`config.mk`:
```
export PLATFORM = sky130hd
export DESIGN_NAME = task_table_round_robin_scheduler
export DESIGN_NICKNAME = d
export VERILOG_FILES = /design/src/rtl/ttrr_pkg.sv /design/src/rtl/ttrr_table.sv /design/src/rtl/ttrr_code_ram.sv /design/src/rtl/ttrr_ctrl.sv /design/src/rtl/task_table_round_robin_scheduler.sv
export SDC_FILE = /design/constraint.sdc
export NUM_CORES = 1
export LEC_CHECK = 0
export BUFFER_PORTS_ARGS = -buffer_cell sky130_fd_sc_hd__clkbuf_2
export CORE_MARGIN = 2
export CORE_UTILIZATION = 43
export CTS_CLUSTER_DIAMETER = 120
export CTS_CLUSTER_SIZE = 16
export DETAILED_ROUTE_END_ITERATION = 8
export PLACE_DENSITY = 0.55
export REMOVE_ABC_BUFFERS = 1
export SYNTH_ARGS = -nofsm -noshare
export SYNTH_HDL_FRONTEND = slang
export SYNTH_SLANG_ARGS = --single-unit
```
`constraint.sdc`:
```
create_clock -name clk -period 5.74 [get_ports clk]
set_input_delay 0.574 -clock clk [delete_from_list [all_inputs] [get_ports clk]]
set_output_delay 0.574 -clock clk [all_outputs]
set_load 0.005 [all_outputs]
```
`src/rtl/ttrr_pkg.sv`:
```
// ============================================================================
// ttrr_pkg - shared types and constants for the task table scheduler
// Mode, status and slot state codes, table port structs, result struct and
// the controller state type.
// ============================================================================
package ttrr_pkg;

    // Default number of task slots
    localparam int TASKS_DEFAULT = 16;

    // Field widths
    localparam int MODE_W = 2;
    localparam int TID_W  = 6;
    localparam int CODE_W = 32;
    localparam int STAT_W = 2;
    localparam int LIVE_W = 7;
    localparam int IN_W   = 40;
    localparam int OUT_W  = 56;

    // Operation codes
    typedef enum logic [MODE_W-1:0] {
        MODE_CREATE = 2'd0,
        MODE_EXIT   = 2'd1,
        MODE_WAIT   = 2'd2,
        MODE_SCHED  = 2'd3
    } mode_t;

    // Result status codes
    typedef enum logic [STAT_W-1:0] {
        STAT_OK       = 2'd0,
        STAT_NO_SLOT  = 2'd1,
        STAT_NO_CHILD = 2'd2
    } status_t;

    // Slot states
    typedef enum logic [2:0] {
        SLOT_UNUSED  = 3'd0,
        SLOT_READY   = 3'd1,
        SLOT_RUNNING = 3'd2,
        SLOT_ZOMBIE  = 3'd4,
        SLOT_WAITING = 3'd5
    } slot_state_t;

    // Table write command
    typedef struct packed {
        logic               st_en;
        logic               par_en;
        logic [TID_W-1:0]   addr;
        slot_state_t        st;
        logic [TID_W-1:0]   parent;
    } tbl_wr_t;

    // Table read data
    typedef struct packed {
        slot_state_t        st;
        logic [TID_W-1:0]   parent;
    } tbl_rd_t;

    // One result item
    typedef struct packed {
        logic [LIVE_W-1:0]  live_count;
        logic [TID_W-1:0]   running_task;
        logic [CODE_W-1:0]  reaped_code;
        logic [TID_W-1:0]   result_task;
        status_t            status;
    } result_t;

    // Controller states
    typedef enum logic [4:0] {
        CS_IDLE,
        CS_SCAN,
        CS_C_WR,
        CS_E_RDCUR,
        CS_E_CHKCUR,
        CS_E_CHKPAR,
        CS_E_WR,
        CS_W_RDTID,
        CS_W_CHK,
        CS_REAP,
        CS_REAP_CODE,
        CS_S_RDCUR,
        CS_S_RD0,
        CS_S_CHK0,
        CS_SW_OLD,
        CS_SW_NEW,
        CS_OUT
    } ctrl_state_t;

endpackage

```
`src/rtl/ttrr_table.sv`:
```
// ============================================================================
// ttrr_table - slot state and parent memory
// One write port with separate field enables, one registered read port.
// Valid bits stand in for the reset contents.
// ============================================================================
module ttrr_table #(
    parameter int TASKS = ttrr_pkg::TASKS_DEFAULT
) (
    input  logic                           clk,
    input  logic                           rst_n,
    input  logic [$clog2(TASKS)-1:0]       rd_addr,
    input  ttrr_pkg::tbl_wr_t              wr,
    output ttrr_pkg::tbl_rd_t              rd
);

    localparam int IW = $clog2(TASKS);

    ttrr_pkg::slot_state_t st_mem  [TASKS];
    logic [IW-1:0]         par_mem [TASKS];
    logic [TASKS-1:0]      vld_reg;

    ttrr_pkg::slot_state_t st_q;
    logic [IW-1:0]         par_q;
    logic                  vld_q;
    logic                  zero_q;
    logic [IW-1:0]         wa;

    assign wa = wr.addr[IW-1:0];

    // Valid bits: an entry never written reads as its reset value
    always_ff @(posedge clk or negedge rst_n)
    begin
        if (!rst_n)
        begin
            vld_reg <= '0;
        end
        else if (wr.st_en)
        begin
            vld_reg[wa] <= 1'b1;
        end
    end

    // Storage write and registered read
    always_ff @(posedge clk)
    begin
        if (wr.st_en)
        begin
            st_mem[wa] <= wr.st;
        end
        // first write of an entry without a parent write also sets its parent to the reset value
        if (wr.par_en || (wr.st_en && !vld_reg[wa]))
        begin
            par_mem[wa] <= wr.par_en ? wr.parent[IW-1:0] : '0;
        end
        st_q   <= st_mem[rd_addr];
        par_q  <= par_mem[rd_addr];
        vld_q  <= vld_reg[rd_addr];
        zero_q <= (rd_addr == '0);
    end

    // Reset value substitution: slot 0 running, others unused, parent zero
    always_comb
    begin
        if (vld_q)
        begin
            rd.st     = st_q;
            rd.parent = ttrr_pkg::TID_W'(par_q);
        end
        else
        begin
            rd.st     = zero_q ? ttrr_pkg::SLOT_RUNNING : ttrr_pkg::SLOT_UNUSED;
            rd.parent = '0;
        end
    end

endmodule

```
`src/rtl/ttrr_code_ram.sv`:
```
// ============================================================================
// ttrr_code_ram - exit code memory
// Simple dual-port RAM, one write and one registered read per cycle.
// ============================================================================
module ttrr_code_ram #(
    parameter int TASKS = ttrr_pkg::TASKS_DEFAULT
) (
    input  logic                              clk,
    input  logic                              we,
    input  logic [$clog2(TASKS)-1:0]          waddr,
    input  logic [ttrr_pkg::CODE_W-1:0]       wdata,
    input  logic [$clog2(TASKS)-1:0]          raddr,
    output logic [ttrr_pkg::CODE_W-1:0]       rdata
);

    logic [ttrr_pkg::CODE_W-1:0] mem [TASKS];

    // Write and registered read
    always_ff @(posedge clk)
    begin
        if (we)
        begin
            mem[waddr] <= wdata;
        end
        rdata <= mem[raddr];
    end

endmodule

```
`src/rtl/ttrr_ctrl.sv`:
```
// ============================================================================
// ttrr_ctrl - operation sequencer
// Walks the slot table one read per cycle, decides each operation and
// writes the changed entries back.
// ============================================================================
module ttrr_ctrl #(
    parameter int TASKS = ttrr_pkg::TASKS_DEFAULT
) (
    input  logic                              clk,
    input  logic                              rst_n,
    // request side
    input  logic                              in_valid,
    output logic                              in_ready,
    input  ttrr_pkg::mode_t                   in_mode,
    input  logic [ttrr_pkg::TID_W-1:0]        in_tid,
    input  logic [ttrr_pkg::CODE_W-1:0]       in_code,
    // result side
    output logic                              res_valid,
    input  logic                              res_ready,
    output ttrr_pkg::result_t                 res,
    // slot table
    output logic [$clog2(TASKS)-1:0]          rd_addr,
    output ttrr_pkg::tbl_wr_t                 tbl_wr,
    input  ttrr_pkg::tbl_rd_t                 rd,
    // exit code memory
    output logic                              code_we,
    output logic [$clog2(TASKS)-1:0]          code_waddr,
    output logic [ttrr_pkg::CODE_W-1:0]       code_wdata,
    output logic [$clog2(TASKS)-1:0]          code_raddr,
    input  logic [ttrr_pkg::CODE_W-1:0]       code_rdata
);

    localparam int IW = $clog2(TASKS);
    localparam int CW = $clog2(TASKS + 1);
    localparam logic [IW-1:0] LAST_IDX = IW'(TASKS - 1);
    localparam logic [CW-1:0] N_ALL    = CW'(TASKS);
    localparam logic [CW-1:0] N_SUB    = CW'(TASKS - 1);
    localparam logic [ttrr_pkg::TID_W:0] TASKS_W = (ttrr_pkg::TID_W + 1)'(TASKS);

    typedef enum logic [1:0] {
        SCAN_FREE,
        SCAN_CHILD,
        SCAN_RUN
    } scan_kind_t;

    ttrr_pkg::ctrl_state_t state_reg, state_next;
    logic [IW-1:0]   cur_reg, cur_next;
    logic [CW-1:0]   count_reg, count_next;
    logic            rv_reg, rv_next;
    logic            rlast_reg, rlast_next;
    logic [IW-1:0]   rtag_reg, rtag_next;
    logic [IW-1:0]   idx_reg, idx_next;
    logic [CW-1:0]   iss_reg, iss_next;
    scan_kind_t      kind_reg, kind_next;
    logic [IW-1:0]   target_reg, target_next;
    logic            freed_reg, freed_next;
    logic            cur_run_reg, cur_run_next;
    logic [ttrr_pkg::TID_W-1:0]  tid_reg, tid_next;
    logic [ttrr_pkg::CODE_W-1:0] code_reg, code_next;
    ttrr_pkg::status_t           status_reg, status_next;
    logic [IW-1:0]               result_reg, result_next;
    logic [ttrr_pkg::CODE_W-1:0] reaped_reg, reaped_next;

    logic            accept;
    logic            tid_big;
    logic [CW-1:0]   scan_n;
    logic [IW-1:0]   scan_addr;
    logic            scan_issue;
    logic            hit;
    logic            scan_found;
    logic            scan_none;
    logic            par_is_cur;
    logic [IW-1:0]   cur_succ;

    // Shared decode
    assign accept     = in_valid && (state_reg == ttrr_pkg::CS_IDLE);
    assign tid_big    = {1'b0, in_tid} >= TASKS_W;
    assign scan_n     = (kind_reg == SCAN_RUN) ? N_ALL : N_SUB;
    assign scan_addr  = (idx_reg == '0) ? IW'(1) : idx_reg;
    assign scan_issue = (state_reg == ttrr_pkg::CS_SCAN) && (iss_reg != scan_n);
    assign par_is_cur = (rd.parent == ttrr_pkg::TID_W'(cur_reg));
    assign cur_succ   = (cur_reg == LAST_IDX) ? '0 : cur_reg + IW'(1);

    // Scan predicate on the entry read last cycle
    always_comb
    begin
        case (kind_reg)
            SCAN_FREE:  hit = (rd.st == ttrr_pkg::SLOT_UNUSED);
            SCAN_CHILD: hit = par_is_cur && (rd.st == ttrr_pkg::SLOT_ZOMBIE);
            SCAN_RUN:   hit = (rd.st == ttrr_pkg::SLOT_READY) ||
                              (rd.st == ttrr_pkg::SLOT_RUNNING);
            default:    hit = 1'b0;
        endcase
    end

    assign scan_found = rv_reg && hit;
    assign scan_none  = rv_reg && !hit && rlast_reg;

    // Next state
    always_comb
    begin
        state_next = state_reg;
        case (state_reg)
            ttrr_pkg::CS_IDLE:
            begin
                if (in_valid)
                begin
                    case (in_mode)
                        ttrr_pkg::MODE_CREATE: state_next = ttrr_pkg::CS_SCAN;
                        ttrr_pkg::MODE_EXIT:   state_next = ttrr_pkg::CS_E_RDCUR;
                        ttrr_pkg::MODE_WAIT:
                        begin
                            if (in_tid == '0)
                                state_next = ttrr_pkg::CS_SCAN;
                            else if (tid_big)
                                state_next = ttrr_pkg::CS_OUT;
                            else
                                state_next = ttrr_pkg::CS_W_RDTID;
                        end
                        default:               state_next = ttrr_pkg::CS_S_RDCUR;
                    endcase
                end
            end
            ttrr_pkg::CS_SCAN:
            begin
                if (scan_found)
                begin
                    case (kind_reg)
                        SCAN_FREE:  state_next = ttrr_pkg::CS_C_WR;
                        SCAN_CHILD: state_next = ttrr_pkg::CS_REAP;
                        default:    state_next = (rtag_reg != cur_reg) ?
                                                 ttrr_pkg::CS_SW_OLD : ttrr_pkg::CS_OUT;
                    endcase
                end
                else if (scan_none)
                begin
                    if (kind_reg == SCAN_RUN && cur_reg != '0)
                        state_next = ttrr_pkg::CS_S_RD0;
                    else
                        state_next = ttrr_pkg::CS_OUT;
                end
            end
            ttrr_pkg::CS_C_WR:      state_next = ttrr_pkg::CS_OUT;
            ttrr_pkg::CS_E_RDCUR:   state_next = ttrr_pkg::CS_E_CHKCUR;
            ttrr_pkg::CS_E_CHKCUR:
            begin
                if (rd.st == ttrr_pkg::SLOT_UNUSED)
                    state_next = ttrr_pkg::CS_S_RDCUR;
                else if (rd.parent == '0 || par_is_cur)
                    state_next = ttrr_pkg::CS_E_WR;
                else
                    state_next = ttrr_pkg::CS_E_CHKPAR;
            end
            ttrr_pkg::CS_E_CHKPAR:  state_next = ttrr_pkg::CS_E_WR;
            ttrr_pkg::CS_E_WR:      state_next = ttrr_pkg::CS_S_RDCUR;
            ttrr_pkg::CS_W_RDTID:   state_next = ttrr_pkg::CS_W_CHK;
            ttrr_pkg::CS_W_CHK:
            begin
                if (!par_is_cur)
                    state_next = ttrr_pkg::CS_OUT;
                else if (rd.st == ttrr_pkg::SLOT_ZOMBIE)
                    state_next = ttrr_pkg::CS_REAP;
                else
                    state_next = ttrr_pkg::CS_S_RDCUR;
            end
            ttrr_pkg::CS_REAP:      state_next = ttrr_pkg::CS_REAP_CODE;
            ttrr_pkg::CS_REAP_CODE: state_next = ttrr_pkg::CS_OUT;
            ttrr_pkg::CS_S_RDCUR:   state_next = ttrr_pkg::CS_SCAN;
            ttrr_pkg::CS_S_RD0:     state_next = ttrr_pkg::CS_S_CHK0;
            ttrr_pkg::CS_S_CHK0:
            begin
                if (rd.st == ttrr_pkg::SLOT_UNUSED)
                    state_next = ttrr_pkg::CS_OUT;
                else
                    state_next = ttrr_pkg::CS_SW_OLD;
            end
            ttrr_pkg::CS_SW_OLD:    state_next = ttrr_pkg::CS_SW_NEW;
            ttrr_pkg::CS_SW_NEW:    state_next = ttrr_pkg::CS_OUT;
            ttrr_pkg::CS_OUT:
            begin
                if (res_ready)
                    state_next = ttrr_pkg::CS_IDLE;
            end
            default:                state_next = ttrr_pkg::CS_IDLE;
        endcase
    end

    // Outputs: handshakes and memory commands
    always_comb
    begin
        in_ready      = (state_reg == ttrr_pkg::CS_IDLE);
        res_valid     = (state_reg == ttrr_pkg::CS_OUT);
        rd_addr       = scan_addr;
        tbl_wr.st_en  = 1'b0;
        tbl_wr.par_en = 1'b0;
        tbl_wr.addr   = ttrr_pkg::TID_W'(cur_reg);
        tbl_wr.st     = ttrr_pkg::SLOT_UNUSED;
        tbl_wr.parent = ttrr_pkg::TID_W'(cur_reg);
        code_we       = 1'b0;
        code_waddr    = cur_reg;
        code_wdata    = code_reg;
        code_raddr    = target_reg;
        case (state_reg)
            ttrr_pkg::CS_E_RDCUR,
            ttrr_pkg::CS_S_RDCUR:  rd_addr = cur_reg;
            ttrr_pkg::CS_E_CHKCUR: rd_addr = rd.parent[IW-1:0];
            ttrr_pkg::CS_W_RDTID:  rd_addr = tid_reg[IW-1:0];
            ttrr_pkg::CS_S_RD0:    rd_addr = '0;
            ttrr_pkg::CS_C_WR:
            begin
                tbl_wr.st_en  = 1'b1;
                tbl_wr.par_en = 1'b1;
                tbl_wr.addr   = ttrr_pkg::TID_W'(target_reg);
                tbl_wr.st     = ttrr_pkg::SLOT_READY;
            end
            ttrr_pkg::CS_E_WR:
            begin
                tbl_wr.st_en = 1'b1;
                tbl_wr.st    = freed_reg ? ttrr_pkg::SLOT_UNUSED : ttrr_pkg::SLOT_ZOMBIE;
                code_we      = 1'b1;
            end
            ttrr_pkg::CS_W_CHK:
            begin
                // caller blocks on a live child
                if (par_is_cur && rd.st != ttrr_pkg::SLOT_ZOMBIE)
                begin
                    tbl_wr.st_en = 1'b1;
                    tbl_wr.st    = ttrr_pkg::SLOT_WAITING;
                end
            end
            ttrr_pkg::CS_REAP:
            begin
                tbl_wr.st_en = 1'b1;
                tbl_wr.addr  = ttrr_pkg::TID_W'(target_reg);
                tbl_wr.st    = ttrr_pkg::SLOT_UNUSED;
            end
            ttrr_pkg::CS_SW_OLD:
            begin
                tbl_wr.st_en = cur_run_reg;
                tbl_wr.st    = ttrr_pkg::SLOT_READY;
            end
            ttrr_pkg::CS_SW_NEW:
            begin
                tbl_wr.st_en = 1'b1;
                tbl_wr.addr  = ttrr_pkg::TID_W'(target_reg);
                tbl_wr.st    = ttrr_pkg::SLOT_RUNNING;
            end
            default:
            begin
                rd_addr = scan_addr;
            end
        endcase
    end

    // Datapath register updates
    always_comb
    begin
        cur_next     = cur_reg;
        count_next   = count_reg;
        idx_next     = idx_reg;
        iss_next     = iss_reg;
        kind_next    = kind_reg;
        target_next  = target_reg;
        freed_next   = freed_reg;
        cur_run_next = cur_run_reg;
        tid_next     = tid_reg;
        code_next    = code_reg;
        status_next  = status_reg;
        result_next  = result_reg;
        reaped_next  = reaped_reg;
        rv_next      = scan_issue;
        rlast_next   = (iss_reg == scan_n - CW'(1));
        rtag_next    = scan_addr;
        case (state_reg)
            ttrr_pkg::CS_IDLE:
            begin
                if (accept)
                begin
                    tid_next    = in_tid;
                    code_next   = in_code;
                    status_next = ttrr_pkg::STAT_OK;
                    result_next = '0;
                    reaped_next = '0;
                    idx_next    = IW'(1);
                    iss_next    = '0;
                    kind_next   = (in_mode == ttrr_pkg::MODE_CREATE) ? SCAN_FREE : SCAN_CHILD;
                    if (in_mode == ttrr_pkg::MODE_WAIT && in_tid != '0 && tid_big)
                        status_next = ttrr_pkg::STAT_NO_CHILD;
                end
            end
            ttrr_pkg::CS_SCAN:
            begin
                if (scan_issue)
                begin
                    idx_next = (idx_reg == LAST_IDX) ? '0 : idx_reg + IW'(1);
                    iss_next = iss_reg + CW'(1);
                end
                // first cycle of a schedule walk carries the current slot
                if (iss_reg == '0)
                    cur_run_next = (rd.st == ttrr_pkg::SLOT_RUNNING);
                if (scan_found)
                    target_next = rtag_reg;
                else if (scan_none)
                begin
                    case (kind_reg)
                        SCAN_FREE:  status_next = ttrr_pkg::STAT_NO_SLOT;
                        SCAN_CHILD: status_next = ttrr_pkg::STAT_NO_CHILD;
                        default:    target_next = '0;
                    endcase
                end
            end
            ttrr_pkg::CS_C_WR:
            begin
                count_next  = count_reg + CW'(1);
                result_next = target_reg;
            end
            ttrr_pkg::CS_E_CHKCUR:
            begin
                freed_next = (rd.parent == '0);
            end
            ttrr_pkg::CS_E_CHKPAR:
            begin
                freed_next = (rd.st == ttrr_pkg::SLOT_UNUSED);
            end
            ttrr_pkg::CS_E_WR:
            begin
                if (freed_reg)
                    count_next = count_reg - CW'(1);
            end
            ttrr_pkg::CS_W_CHK:
            begin
                target_next = tid_reg[IW-1:0];
                if (!par_is_cur || rd.st != ttrr_pkg::SLOT_ZOMBIE)
                    status_next = ttrr_pkg::STAT_NO_CHILD;
            end
            ttrr_pkg::CS_REAP:
            begin
                count_next  = count_reg - CW'(1);
                result_next = target_reg;
            end
            ttrr_pkg::CS_REAP_CODE:
            begin
                reaped_next = code_rdata;
            end
            ttrr_pkg::CS_S_RDCUR:
            begin
                kind_next = SCAN_RUN;
                idx_next  = cur_succ;
                iss_next  = '0;
            end
            ttrr_pkg::CS_S_CHK0:
            begin
                target_next = '0;
            end
            ttrr_pkg::CS_SW_NEW:
            begin
                cur_next = target_reg;
            end
            default:
            begin
                cur_next = cur_reg;
            end
        endcase
    end

    // Control registers
    always_ff @(posedge clk or negedge rst_n)
    begin
        if (!rst_n)
        begin
            state_reg <= ttrr_pkg::CS_IDLE;
            cur_reg   <= '0;
            count_reg <= CW'(1);
            rv_reg    <= 1'b0;
            rlast_reg <= 1'b0;
        end
        else
        begin
            state_reg <= state_next;
            cur_reg   <= cur_next;
            count_reg <= count_next;
            rv_reg    <= rv_next;
            rlast_reg <= rlast_next;
        end
    end

    // Working registers
    always_ff @(posedge clk)
    begin
        rtag_reg    <= rtag_next;
        idx_reg     <= idx_next;
        iss_reg     <= iss_next;
        kind_reg    <= kind_next;
        target_reg  <= target_next;
        freed_reg   <= freed_next;
        cur_run_reg <= cur_run_next;
        tid_reg     <= tid_next;
        code_reg    <= code_next;
        status_reg  <= status_next;
        result_reg  <= result_next;
        reaped_reg  <= reaped_next;
    end

    // Result item
    assign res.status       = status_reg;
    assign res.result_task  = ttrr_pkg::TID_W'(result_reg);
    assign res.reaped_code  = reaped_reg;
    assign res.running_task = ttrr_pkg::TID_W'(cur_reg);
    assign res.live_count   = ttrr_pkg::LIVE_W'(count_reg);

endmodule

```
`src/rtl/task_table_round_robin_scheduler.sv`:
```
// ============================================================================
// task_table_round_robin_scheduler - task table with round-robin scheduling
// Top level: request and result streams, slot memories, sequencer and the
// result output register.
// ============================================================================
// Usage:
// Requests enter on the s_axis group, one operation per transfer (create,
// exit, wait for child, schedule). Each request yields exactly one result
// transfer on the m_axis group, in order.
// Latency from request transfer to result valid is least for a wait on a
// slot number beyond the table and greatest for an exit followed by a full
// schedule walk that ends in a switch to slot 0; a create that finds slot 1
// free ends its scan on the first entry read. The latency is set mainly by
// the walk over the slot table, which reads one entry per cycle from the
// single-read-port state memory.
// One request is in work at a time; the next is taken once the sequencer
// is back in idle, which it enters as the previous result moves into the
// output register, even if the receiver has not yet taken it.
// Reset makes slot 0 the running idle task with one slot occupied; valid
// bits supply the reset contents, so no clearing pass is needed and a
// request can be taken in the first cycle after reset.
// When the receiver stalls, the result holds in the output register and
// the sequencer waits with the next result until it drains.
// ============================================================================
module task_table_round_robin_scheduler #(
    parameter int TASKS = ttrr_pkg::TASKS_DEFAULT
) (
    input  logic                          clk,
    input  logic                          rst_n,
    // request stream
    input  logic                          s_axis_tvalid,
    output logic                          s_axis_tready,
    // [1:0] mode, [7:2] task_id, [39:8] exit_code
    input  logic [ttrr_pkg::IN_W-1:0]     s_axis_tdata,
    // result stream
    output logic                          m_axis_tvalid,
    input  logic                          m_axis_tready,
    // [1:0] status, [7:2] result_task, [39:8] reaped_code,
    // [45:40] running_task, [52:46] live_count, [55:53] zero
    output logic [ttrr_pkg::OUT_W-1:0]    m_axis_tdata
);

    localparam int IW = $clog2(TASKS);

    logic                         res_valid;
    logic                         res_ready;
    ttrr_pkg::result_t            res;
    logic [IW-1:0]                rd_addr;
    ttrr_pkg::tbl_wr_t            tbl_wr;
    ttrr_pkg::tbl_rd_t            tbl_rd;
    logic                         code_we;
    logic [IW-1:0]                code_waddr;
    logic [ttrr_pkg::CODE_W-1:0]  code_wdata;
    logic [IW-1:0]                code_raddr;
    logic [ttrr_pkg::CODE_W-1:0]  code_rdata;

    logic                         m_valid_reg;
    ttrr_pkg::result_t            m_data_reg;

    // Slot state and parent memory
    ttrr_table #(
        .TASKS (TASKS)
    ) u_table (
        .clk     (clk),
        .rst_n   (rst_n),
        .rd_addr (rd_addr),
        .wr      (tbl_wr),
        .rd      (tbl_rd)
    );

    // Exit code memory
    ttrr_code_ram #(
        .TASKS (TASKS)
    ) u_code_ram (
        .clk   (clk),
        .we    (code_we),
        .waddr (code_waddr),
        .wdata (code_wdata),
        .raddr (code_raddr),
        .rdata (code_rdata)
    );

    // Operation sequencer
    ttrr_ctrl #(
        .TASKS (TASKS)
    ) u_ctrl (
        .clk        (clk),
        .rst_n      (rst_n),
        .in_valid   (s_axis_tvalid),
        .in_ready   (s_axis_tready),
        .in_mode    (ttrr_pkg::mode_t'(s_axis_tdata[1:0])),
        .in_tid     (s_axis_tdata[7:2]),
        .in_code    (s_axis_tdata[39:8]),
        .res_valid  (res_valid),
        .res_ready  (res_ready),
        .res        (res),
        .rd_addr    (rd_addr),
        .tbl_wr     (tbl_wr),
        .rd         (tbl_rd),
        .code_we    (code_we),
        .code_waddr (code_waddr),
        .code_wdata (code_wdata),
        .code_raddr (code_raddr),
        .code_rdata (code_rdata)
    );

    // Output register: loads when empty or being drained
    assign res_ready = !m_valid_reg || m_axis_tready;

    always_ff @(posedge clk or negedge rst_n)
    begin
        if (!rst_n)
        begin
            m_valid_reg <= 1'b0;
        end
        else if (res_ready)
        begin
            m_valid_reg <= res_valid;
        end
    end

    always_ff @(posedge clk)
    begin
        if (res_ready && res_valid)
        begin
            m_data_reg <= res;
        end
    end

    assign m_axis_tvalid = m_valid_reg;
    assign m_axis_tdata  = {3'b000, m_data_reg};

endmodule

```
# Word level (Yosys, flattened, before mapping)
# Memory sizes are Yosys's and may differ from the RTL's. A register that Yosys moved wholly into a read port is not among the register bits.
# Cells that the tools add are included.
totals:
  ff_bits: 177
  ram_bits: 624
  input_bits: 44
  wordCells: 211
  mem_count: 3
memory_table:
  columns: ["name", "words", "word_bits", "rd", "rd_clocked_by_memory_dff", "write_ports", "line", "source"]
  rows:
  - ["u_code_ram.mem", 16, 32, 1, 1, 1, "ttrr_code_ram.sv:16", "logic [ttrr_pkg::CODE_W-1:0] mem [TASKS];"]
  - ["u_table.par_mem", 16, 4, 1, 1, 1, "ttrr_table.sv:19", "logic [IW-1:0] par_mem [TASKS];"]
  - ["u_table.st_mem", 16, 3, 1, 1, 1, "ttrr_table.sv:18", "ttrr_pkg::slot_state_t st_mem [TASKS];"]
classes:
  addsub: 6
  magnitude_cmp: 4
  eq_ne: 41
  mux: 72
  bitwise: 1
  n_reduce_logical: 58
op_table:
  columns: ["op", "count"]
  rows:
  - ["5-bit two-way mux", 15]
  - ["5-bit one-hot mux with 15 select lines", 1]
  - ["32-bit one-hot mux with 2 select lines", 1]
  - ["5-bit one-hot mux with 3 select lines", 3]
  - ["4-bit two-way mux", 11]
  - ["5-bit by 4-bit equality test with 1-bit output (second input constant)", 8]
  - ["32-bit two-way mux", 1]
  - ["4-bit one-hot mux with 3 select lines", 2]
  - ["5-bit by 3-bit equality test with 1-bit output (second input constant)", 4]
  - ["2-bit two-way mux", 9]
  - ["16-bit OR", 1]
  - ["4-bit one-hot mux with 4 select lines", 1]
  - ["1-bit logical AND", 13]
  - ["1-bit two-way mux", 13]
  - ["6-bit logical NOT", 2]
  - ["2-bit by 1-bit != test with 1-bit output (second input constant)", 6]
  - ["3-bit one-hot mux with 4 select lines", 1]
  - ["2-bit AND reduction", 6]
  - ["3-bit nonzero test", 4]
  - ["5-bit by 1-bit adder with 5-bit output (second input constant)", 2]
  - ["5-bit by 2-bit equality test with 1-bit output (second input constant)", 2]
  - ["5-bit logical NOT", 2]
  - ["4-bit by 5-bit less-than comparator with 1-bit output (second input constant)", 2]
  - ["5-bit one-hot mux with 2 select lines", 1]
  - ["other kinds (42)", 71]

# Logic depth before layout (Yosys ltp)
# Gate-level depths: netlist of run 1.
logic_depth:
  word_depth: 11
  depth_mapped: 12

# Hierarchy
# From an unflattened synthesis of run 1, not the netlist that was laid out.
hier_totals:
  hier_cells: 1659
  area_unflattened_um2: 32404.8
by_module_without_submodules:
  columns: ["module", "n_inst", "cells_each", "area_per_inst_um2", "seq_area_each_um2"]
  rows:
  - ["ttrr_code_ram", 1, 838, 19835.3, 16015.4]
  - ["ttrr_ctrl", 1, 464, 5452.7, 3214.3]
  - ["ttrr_table", 1, 296, 5445.2, 3943.8]
  - ["task_table_round_robin_scheduler", 1, 61, 1671.6, 1616.6]

# Least setup slack after synthesis of run 1
# OpenSTA, ideal clock, no wires.
synth_path:
  kind: "register -> register"
  from: "reg u_ctrl.state_reg[0]"
  to: "mem u_code_ram.mem[1][0] (netlist bit), enable pin"
  arrival_ns: 3.503
  required_ns: 5.279
  slack_ns: 1.776
  stages_incl_launch_ff: 7
  path_buffers: 2
  period_less_slack_ns: 3.964
  path_cell_list: "dfrtp_1 buf_2 nand2b_1 clkbuf_1 nor2_1 nand2_1 nor3_1"
synth_between:
  elab_chain_len: 4
synth_lines:
  columns: ["element", "line", "source"]
  rows:
  - ["start: declaration", "ttrr_ctrl.sv:46", "ttrr_pkg::ctrl_state_t state_reg, state_next;"]
  - ["start signal: assignment", "ttrr_ctrl.sv:371", "state_reg <= ttrr_pkg::CS_IDLE;"]
  - ["start signal: assignment", "ttrr_ctrl.sv:379", "state_reg <= state_next;"]
  - ["5-bit by 3-bit equality test with 1-bit output", "ttrr_ctrl.sv:203", "case (state_reg)"]
  - ["1-bit two-way mux", "ttrr_ctrl.sv:203", null]
  - ["1-bit two-way mux", "ttrr_code_ram.sv:21", "if (we)"]
  - ["1-bit two-way mux (not written as such)", "ttrr_code_ram.sv:23", "mem[waddr] <= wdata;"]
  - ["end: declaration", "ttrr_code_ram.sv:16", null]
# Every way passes these cells.

# Worst setup path in the final report of run 1
layout_path:
  from: "reg u_ctrl.state_reg[2]"
  to: "mem u_table.par_mem[6][3] (netlist bit), enable pin"
layout_between:
  elab_chain_len: 10
  word_cells_on_any_way: 18
layout_lines:
  columns: ["element", "line", "source"]
  rows:
  - ["5-bit by 4-bit equality test with 1-bit output or 5-bit by 2-bit equality test with 1-bit output (tied branches)", "ttrr_ctrl.sv:203", null]
  - ["3-bit OR reduction (no line)", null, null]
  - ["4-bit two-way mux", "ttrr_ctrl.sv:203", null]
  - ["1-bit binary-select mux with 4-bit select", "ttrr_table.sv:51", "if (wr.par_en || (wr.st_en && !vld_reg[wa]))"]
  - ["1-bit two-way mux (not written as such)", "ttrr_table.sv:51", null]
  - ["1-bit logical NOT", "ttrr_table.sv:51", null]
  - ["1-bit logical AND", "ttrr_table.sv:51", null]
  - ["1-bit logical OR", "ttrr_table.sv:51", null]
  - ["1-bit two-way mux", "ttrr_table.sv:51", null]
  - ["1-bit two-way mux", "ttrr_table.sv:53", "par_mem[wa] <= wr.par_en ? wr.parent[IW-1:0] : '0;"]
  - ["end: declaration", "ttrr_table.sv:19", null]
# Parallel ways exist; a longest one is shown, timed or not. The select of a mux whose other input is x is not followed.

==> out/qor.txt, run 1 <==
Status - finished clean
First-pass DRT Iterations - 5
LEAKAGE - 11.8 nW
Clk root buf - clkbuf_16
Initial antenna violation count - 1
Ys Warns - 0
Die X - 279 um
Sink Count - 840
Synth Register Bits - 840
# IOs - 102
Most common cell after layout, fill and taps aside - edfxtp_1
Number of synthesized flops with an enable pin - 762
Port Buf Inserts - 92
Most frequent cells in the layout - 762 x edfxtp_1, 160 x mux4_2, 92 x clkbuf_2, 81 x nor2_1, 60 x mux2i_1
Worst Path Required - 6.05 ns
Netlist cell types - 76
CTS Hold Buffers Added - 0
Critical path type - flop to flop
CTS Buffer Depth - 3
RD Place Congestion - 0.853
Syn_area_per_cell - 19.4 um^2
Pwr per Cell Area - 410 nW/um^2
Slew margin rel. - 29.4%
Worst path arrival time - 4.62 ns
Share of cells above drive strength 1 - 23.0%
Clock buffer count from CTS - 58
Synthesized instance count - 1681
Worst hold-check path type - primary input to flop
Layout Area Growth over Synthesis - 10.7%
Final nets - 1843
Most used cell along the critical path - mux2i_1
Post-CTS setup buffer count - 0
Fin. Hold Viols - 0
CP startpoint kind - flop
Iter 0 DRT Violations - 1231
Hold wc startpoint - s_axis_tdata[16]
Final ANT Viol Nets - 0
Setup crit end kind - flop
Fin crit period - 4.31 ns
Reg with most FFs - u_code_ram.mem
First-pass GRT wire length - 111000 um
Die area - 77900 um^2
Tot Pwr - 14.8 mW
Via count - 15900
Top flop regs - u_code_ram.mem x512, u_table.par_mem x64, u_table.st_mem x48
Worst-path clk slew - 0.08 ns
Initial Utilization - 43.6%
Synth top area share - 70.3%
Clock Latency Late Sink - 0.66 ns
Overall routing resource usage - 19.4%
Vias in the first global route - 16500
Fmax - 0.232 GHz
Row Count - 100
Worst path top cell family by delay - compound AO/OA/AOI/OAI gates
Largest cells by area after synthesis - edfxtp_1 70%, mux4_2 11%, dfxtp_1 2.8%, dfrtp_1 2.5%, mux2i_1 1.8%
# resized after CTS - 0
Routed vias/inst - 5.66
CTS tree - yes
R2R Setup Slk - 1.43 ns
Slew Limit Fails - 0
Chip height - 279 um
Critical Path Start - u_ctrl.state_reg[2]
Worst-Margin Slew - 1.06 ns
Clock Skews - 0.0248 ns
CP Cell Sequence - xor2_1 -> o32ai_4 -> mux2i_1 -> mux2i_1 -> o22ai_1 -> a211oi_2 -> a22oi_2 -> nor2_1
DR DRC count - 0
WL/cell - 26.6 um
Pre-CTS setup slack - 1.49 ns
Sequential area share after synthesis - 75.6%
Worst path bufs/invs - 0
Critical path's slowest cell - dfrtp_1
Max-Cap Viols - 0
Synth area leader - edfxtp_1
Final Setup Violations - 0
Mapped Area - 32500 um^2
Final period utilization - 75.1%
DP Wirelength - 43500 um
Largest stage delay, worst path - 0.84 ns
Largest net degree at the start of global routing - 130
Ys async rst share - 3.93%
Setup ws final - 1.43 ns
Crit-path max FO - 25
Max IR drop VDD - 0.269 mV
Overflow after GRT - 0
Prevailing post-synth register cell - edfxtp_1
RSZ-0062 raised after global routing - false
Routed Wire Length - 74800 um
Max reg flops - 512
Reg-to-reg startpoint - u_ctrl.state_reg[2]
Core area - 74700 um^2
H-tree depth - 2
-- path summary, 6_finish.rpt --
check / end / depth (start not counted)
worst max-delay path: u_table.par_mem[6][3] / 8
worst min-delay path: u_ctrl.code_wdata[8] / 1
worst max register to register: u_table.par_mem[6][3] / 8
worst min register to register: m_axis_tdata[37] / 0
max in group asynchronous: u_table.vld_reg[14] / 1
min in group asynchronous: u_ctrl.count_reg[3] / 1
-- worst reg2reg max path: stages, from the launching register on --
cell and delay [ns]:
dfrtp_1 0.84, xor2_1 0.29, o32ai_4 0.82, mux2i_1 0.74, mux2i_1 0.27, o22ai_1 0.11, a211oi_2 0.29, a22oi_2 0.25
nor2_1 0.37
-- Yosys cell counts, types with 11 or more instances --
cell / count
nor2b_1: 23
inv_1: 14
mux4_2: 160
nor3_1: 22
a211oi_1: 19
nand3_1: 11
buf_2: 15
nor2_1: 95
buf_1: 19
or2_2: 14
ha_1: 11
edfxtp_1: 762
buf_4: 15
dfxtp_1: 45
and2_1: 36
o21ai_0: 24
dfrtp_1: 32
clkbuf_1: 43
a21oi_1: 34
mux2_2: 21
mux2i_1: 60
o22ai_1: 11
nand2_1: 43
-- report_power, final --
| group | leakage, nW | internal (mW) | total, mW | switching, mW |
|---|---|---|---|---|
| sequential | 7.73 | 7.49 | 8.04 | 0.552 |
| clock | 0.809 | 1.93 | 3.94 | 2.01 |
| combinational | 3.23 | 1.18 | 2.79 | 1.61 |
-- cell families (layout without fill, tap and decap cells) --
family          Yosys count  in the layout  synth area share [%]
fa+ha+maj                12             12                 0.485
simple gates            292            292                  4.51
xor+xnor                 18             18                 0.485
compound gates          168            168                  3.70
flops                   840            840                  75.6
other cells               1             11                0.0115
buf+inv                 109            255                  1.51
mux                     241            241                  13.6
-- final cells by class --
| cell class | instances | area, um^2 |
|---|---|---|
| Antenna cell | 2 | 5.00 |
| Clock buffer | 103 | 1620 |
| Clock inverter | 5 | 91.3 |
| Fill cell | 6135 | 38700 |
| Inverter | 16 | 60.1 |
| Multi-Input combinational cell | 740 | 7630 |
| Sequential cell | 840 | 24600 |
| Tap cell | 969 | 1210 |
| Timing Repair Buffer | 131 | 778 |
-- stage by stage --
step / hold slack, ns / cell area (um^2) / std cells / utilization, % / setup TNS (ns)
floorplan: 0.278 / 32100 / 1596 / - / -181.71
global placement: 0.402 / 34300 / 2696 / 45.9 / 0
detailed placement: 0.406 / 34300 / 2696 / 45.9 / 0
CTS: 0.0445 / 36000 / 2804 / 48.2 / 0
global route: 0.0522 / 36000 / 2804 / 48.2 / 0
finish: 0.0890 / 36000 / 2806 / 48.2 / 0
-- routing by layer --
| layer | vias to the layer above | wire, um | track usage [%] |
|---|---|---|---|
| met5 | - | 0 | 0 |
| li1 | 6960 | - | - |
| met2 | 401 | 36200 | 31.8 |
| met4 | 0 | 1460 | 4.27 |
| met1 | 8421 | 33700 | 27.8 |
| met3 | 95 | 3380 | 2.88 |
(Power assumes the default switching activity.)
==> run 2, diff against run 1 <==
- clock period: 5.74 -> 4.5 ns (I/O delays scaled with it)
==> run 2 against run 1 <==
Compared with the run above: final area up 1.4%; largest power group unchanged; via count up 1.3%; highest routed layer is now met5; setup slack worse by 0.89 ns; clock power up 28%; sequential cell count unchanged; largest cell class unchanged; die area unchanged; clock skew up 0.028 ns; non-clock buffer count up 42; utilization up 0.68 points.
==> out/qor.txt, run 2 (synthesis gave the netlist of run 1 again) <==
Status - finished clean
# IOs - 102 (unchanged)
# diodes - 0 (-2)
First-pass DRT Iterations - 5 (unchanged)
CTS tree - yes
Most frequent cells in the layout - 762 x edfxtp_1, 160 x mux4_2, 92 x clkbuf_2, 81 x nor2_1, 60 x mux2i_1
RSZ-0062 raised after global routing - false
Port Buf Inserts - 92 (unchanged)
Core area - 74700 um^2 (unchanged)
Top flop regs - u_code_ram.mem x512, u_table.par_mem x64, u_table.st_mem x48
Critical Path Start - u_ctrl.state_reg[2]
Iter 0 DRT Violations - 1478 (+20%)
Worst R2R End - u_table.par_mem[5][2]
Clk root buf - clkbuf_16
DP Wirelength - 42500 um (-2.3%)
Max reg flops - 512 (unchanged)
Fmax - 0.252 GHz (+8.7%)
CP Capture Point - u_table.par_mem[5][2]
Worst hold-check path type - primary input to flop
Final period utilization - 88.1% (+13 points)
Area post-placement - 34500 um^2 (+0.53%)
Chip height - 279 um (unchanged)
Clock Latency Late Sink - 0.66 ns (about the same)
CTS Buffer Depth - 3 (unchanged)
Most common cell after layout, fill and taps aside - edfxtp_1
CP startpoint kind - flop
CTS Hold Buffers Added - 33 (+33)
Worst path top cell family by delay - compound AO/OA/AOI/OAI gates
Worst Path Required - 4.82 ns (-1.23 ns)
Clock buffer count from CTS - 58 (unchanged)
Fin. Hold Viols - 0 (unchanged)
H-tree depth - 2 (unchanged)
Sink Count - 840 (unchanged)
# resized after CTS - 0 (unchanged)
Worst-Margin Slew - 1.18 ns (+0.121 ns)
CP Cell Sequence - xor2_1 -> o32ai_4 -> mux2i_1 -> mux2i_1 -> o22ai_1 -> a211oi_2 -> a22oi_2 -> nor2_1
Worst-case reg-to-reg path depth - 8 (unchanged)
Reg-to-reg startpoint - u_ctrl.state_reg[2]
Initial antenna violation count - 2 (+1)
DR DRC count - 0 (unchanged)
Final Setup Violations - 0 (unchanged)
WL/cell - 26.1 um (-2.0%)
Fin crit period - 3.96 ns (-0.346 ns)
Slew Limit Fails - 0 (unchanged)
Vias in the first global route - 16400 (-0.94%)
Post-CTS setup buffer count - 0 (unchanged)
Routed vias/inst - 5.65 (-0.21%)
Via count - 16100 (+1.3%)
Max-Cap Viols - 0 (unchanged)
Initial Utilization - 43.6% (unchanged)
Share of cells above drive strength 1 - 22.9% (-0.060 points)
Worst-path clk slew - 0.08 ns (about the same)
Overflow after GRT - 0 (unchanged)
Critical path's slowest cell - mux2i_1
Die X - 279 um (unchanged)
Row Count - 100 (unchanged)
Largest stage delay, worst path - 0.74 ns (-0.10 ns)
Final setup TNS - 0 ns (unchanged)
Worst path arrival time - 4.28 ns (-0.34 ns)
Clock Skews - 0.0524 ns (+0.0275 ns)
Max IR drop VDD - 0.355 mV (+32%)
R2R Setup Slk - 0.54 ns (-0.89 ns)
Final ANT Viol Nets - 0 (unchanged)
Worst path bufs/invs - 0 (unchanged)
Final instance area - 36500 um^2 (+1.4%)
Overall routing resource usage - 19.2% (-0.18 points)
Die area - 77900 um^2 (unchanged)
Largest net degree at the start of global routing - 129 (-0.77%)
RD Place Congestion - 0.891 (+4.4%)
Crit-path max FO - 16 (-36%)
Layout Area Growth over Synthesis - 12.2%
Hold path cells - 1 (unchanged)
Final nets - 1885 (+2.3%)
Reg with most FFs - u_code_ram.mem
Critical path type - flop to flop
Pwr per Cell Area - 518 nW/um^2 (+26%)
Slew margin rel. - 21.2% (-8.2 points)
Stages on worst setup path - 8 (unchanged)
Routed Wire Length - 74300 um (-0.58%)
Most used cell along the critical path - mux2i_1
Setup crit end kind - flop
LEAKAGE - 12.0 nW (+1.7%)
First-pass GRT wire length - 110000 um (-1.2%)
Tot Pwr - 18.9 mW (+28%)
-- run 2: cell count changes in the layout (fill, tap and decap cells not counted), sizes merged --
cell         previous run  this run
dlygate4sd3             0        33
buf                    39        48
diode                   2         0
clkinvlp                0         1
clkbuf                195       197
clkinv                  5         4
-- run 2: metrics by stage --
step           util [%]  worst slack, ns  hold slack (ns)  cells
6_report           48.9            0.536           0.0573   2848
5_1_grt            48.9            0.226           0.0161   2848
4_1_cts            48.9            0.591           0.0237   2848
3_5_place_dp       46.1            0.611            0.405   2705
3_3_place_gp       46.1            0.754            0.401   2705
2_1_floorplan         -            -2.93            0.154   1596
-- run 2: worst min path at each step --
stage / endpoint / from / slack (ns)
5_1_grt: u_ctrl.tid_reg[2] / s_axis_tdata[4] / 0.02
6_report: u_ctrl.tid_reg[2] / s_axis_tdata[4] / 0.06
4_1_cts: u_ctrl.tid_reg[2] / s_axis_tdata[4] / 0.02
3_3_place_gp: m_axis_tdata[39] / u_ctrl.reaped_reg[31] / 0.40
3_5_place_dp: m_axis_tdata[2] / u_ctrl.result_reg[0] / 0.40
2_1_floorplan: m_axis_tvalid / rst_n / 0.15
-- run 2: report_power, final --
group          total [mW]  leakage (nW)  internal [mW]  switching (mW)
Sequential           10.2          7.73           9.55           0.646
Clock                5.03         0.805           2.46            2.57
Combinational        3.68          3.44           1.56            2.11
Total                18.9          12.0           13.6            5.33
-- run 2: cell type report --
class / instances / area [um^2]
Fill cell: 6124 / 38200
Sequential cell: 840 / 24600
Multi-Input combinational cell: 740 / 7630
Clock buffer: 105 / 1630
Timing Repair Buffer: 173 / 1290
Tap cell: 969 / 1210
Clock inverter: 5 / 82.6
Inverter: 16 / 60.1
-- run 2: layer usage --
metal	track usage (%)	share of wire, %
met1	28.2	46
met2	31.4	48
met3	2.31	4.0
met4	3.96	1.7
met5	0	0.015
==> run 3, diff against run 2 <==
- ABC_AREA: unset -> 0
- CORE_ASPECT_RATIO: unset -> 0.5
- clock period: 4.5 -> 4.8 ns (I/O delays scaled with it)
==> run 3 against run 2 <==
Compared with the run above: sequential cell count unchanged; utilization is 0.24 points lower; final area decreased by 0.11%; register-to-register slack gained 0.37 ns.
==> out/qor.txt, run 3 (synthesis gave the netlist of run 1 again) <==
Most used cell along the critical path - mux2i_1
Vias in the first global route - 16300 (-0.50%)
CP startpoint kind - flop
Overflow after GRT - 0 (unchanged)
Final ANT Viol Nets - 0 (unchanged)
Initial Utilization - 43.4% (-0.16 points)
Row Count - 71 (-29%)
CTS tree - yes
RSZ-0062 raised after global routing - false
Hold slack - 0.0408 ns (-0.0165 ns)
Reg with most FFs - u_code_ram.mem
Largest net degree at the start of global routing - 130 (+0.78%)
Fin. Hold Viols - 0 (unchanged)
Die area - 78000 um^2 (+0.17%)
Overall routing resource usage - 18.8% (-0.42 points)
Fin crit period - 3.89 ns (-0.0728 ns)
# IOs - 102 (unchanged)
Crit-path max FO - 18 (+2)
Clk root buf - clkbuf_16
Critical path type - flop to flop
WHS Endpoint - u_ctrl.tid_reg[0]
Clock buffer count from CTS - 58 (unchanged)
DP Wirelength - 41000 um (-3.5%)
Worst path arrival time - 4.20 ns (-0.08 ns)
Worst-path clk slew - 0.08 ns (about the same)
Worst hold-check path type - primary input to flop
First-pass DRT Iterations - 6 (+1)
Max reg flops - 512 (unchanged)
Status - finished clean
Hold path cells - 1 (unchanged)
Worst-Margin Slew - 1.03 ns (-0.147 ns)
Slew margin rel. - 31.2% (+9.9 points)
Max IR drop VDD - 0.338 mV (-4.8%)
Die X - 393 um (+41%)
Chip height - 198 um (-29%)
Sink Count - 840 (unchanged)
DR DRC count - 0 (unchanged)
# resized after CTS - 0 (unchanged)
Routed vias/inst - 5.49 (-2.8%)
Routed Wire Length - 72700 um (-2.3%)
Critical path's slowest cell - dfrtp_1
Worst Path Required - 5.11 ns (+0.29 ns)
Worst path bufs/invs - 0 (unchanged)
Via count - 15900 (-1.0%)
Pwr per Cell Area - 486 nW/um^2 (-6.1%)
Most common cell after layout, fill and taps aside - edfxtp_1
# diodes - 0 (unchanged)
H-tree depth - 2 (unchanged)
Core area - 75000 um^2 (+0.38%)
Tot Pwr - 17.7 mW (-6.2%)
Top flop regs - u_code_ram.mem x512, u_table.par_mem x64, u_table.st_mem x48
WL/cell - 25.1 um (-4.0%)
LEAKAGE - 12.0 nW (-0.23%)
Hold wc startpoint - s_axis_tdata[2]
Initial antenna violation count - 0 (-2)
Iter 0 DRT Violations - 1538 (+4.1%)
RD Place Congestion - 0.878 (-1.5%)
Worst-case reg-to-reg path depth - 8 (unchanged)
Layout Area Growth over Synthesis - 12.1%
Port Buf Inserts - 92 (unchanged)
First-pass GRT wire length - 107000 um (-2.3%)
Setup crit end kind - flop
Final Setup Violations - 0 (unchanged)
Worst R2R End - u_table.par_mem[8][3]
CP Cell Sequence - nand2b_1 -> o32ai_4 -> mux2i_1 -> mux2i_1 -> mux2i_1 -> a211oi_2 -> a22oi_2 -> nor2_1
Most frequent cells in the layout - 762 x edfxtp_1, 160 x mux4_2, 92 x clkbuf_2, 81 x nor2_1, 60 x mux2i_1
Largest stage delay, worst path - 0.71 ns (-0.03 ns)
Clock Latency Late Sink - 0.68 ns (+0.02 ns)
Utilization after layout - 48.6% (-0.24 points)
Fmax - 0.257 GHz (+1.9%)
Slew Limit Fails - 0 (unchanged)
R2R Setup Slk - 0.91 ns (+0.37 ns)
Max-Cap Viols - 0 (unchanged)
Clock Skews - 0.0352 ns (-0.0172 ns)
Final nets - 1884 (-0.053%)
Share of cells above drive strength 1 - 22.8% (-0.094 points)
CTS Buffer Depth - 3 (unchanged)
Reg-to-reg startpoint - u_ctrl.state_reg[1]
Final period utilization - 81.1% (-7.0 points)
Worst path top cell family by delay - multiplexers
[run 3: changes by cell type in the layout (fill, tap and decap cells not counted), sizes merged]
cell	previous run	this run
buf	48	47
clkbuf	197	198
clkinv	4	5
clkinvlp	1	0
inv	16	15
[run 3: worst register-to-register path: stages (launching register included)]
cell and delay, ns:
dfrtp_1 0.71, nand2b_1 0.48, o32ai_4 0.44, mux2i_1 0.65, mux2i_1 0.28, mux2i_1 0.11, a211oi_2 0.26, a22oi_2 0.23
nor2_1 0.37
[run 3: where the power goes]
| part | internal (mW) | switching (mW) | leakage (nW) |
|---|---|---|---|
| Sequential | 8.95 | 0.655 | 7.73 |
| Clock | 2.31 | 2.45 | 0.806 |
| Combinational | 1.45 | 1.91 | 3.41 |
[run 3: cell type report]
type	count	area (um^2)
Multi-Input combinational cell	740	7620
Timing Repair Buffer	172	1180
Sequential cell	840	24600
Tap cell	1022	1280
Fill cell	6236	38500
Inverter	16	60.1
Clock buffer	106	1630
Clock inverter	4	85.1
[run 3: worst max-delay path by stage]
| stage | from | cells after the start | slack, ns | endpoint |
|---|---|---|---|---|
| 6_report | u_ctrl.state_reg[1] | 8 | 0.91 | u_table.par_mem[8][3] |
| 5_1_grt | u_ctrl.state_reg[1] | 9 | 0.62 | u_table.par_mem[9][3] |
| 2_1_floorplan | u_ctrl.code_raddr[0] | 6 | -2.63 | u_table.par_mem[15][0] |
| 3_5_place_dp | u_ctrl.state_reg[1] | 8 | 0.97 | u_table.par_mem[8][1] |
| 3_3_place_gp | u_ctrl.state_reg[1] | 9 | 1.04 | u_table.par_mem[5][2] |
| 4_1_cts | u_ctrl.state_reg[1] | 9 | 0.92 | u_table.par_mem[8][3] |
[run 3: layer usage]
layer  track usage (%)  wire [um]  up-vias
li1                  -          -     7037
met4              4.27       1190        0
met1              27.1      33600     8454
met2              30.6      35100      341
met3              2.72       2820       86
met5                 0          0        -
[run 3: per-stage QoR]
| stage | setup TNS, ns | cell area (um^2) | setup slack, ns | std cells |
|---|---|---|---|---|
| 6_report | 0 | 36500 | 0.909 | 2900 |
| 5_1_grt | 0 | 36500 | 0.617 | 2900 |
| 4_1_cts | 0 | 36500 | 0.921 | 2900 |
| 3_5_place_dp | 0 | 34400 | 0.972 | 2757 |
| 3_3_place_gp | 0 | 34400 | 1.04 | 2757 |
| 2_1_floorplan | -341.91 | 32100 | -2.63 | 1596 |
[run 3: timing repair]
action	CTS	global route
hold endpoints to repair	45	0
buffers inserted	0	0
hold buffers	33	0
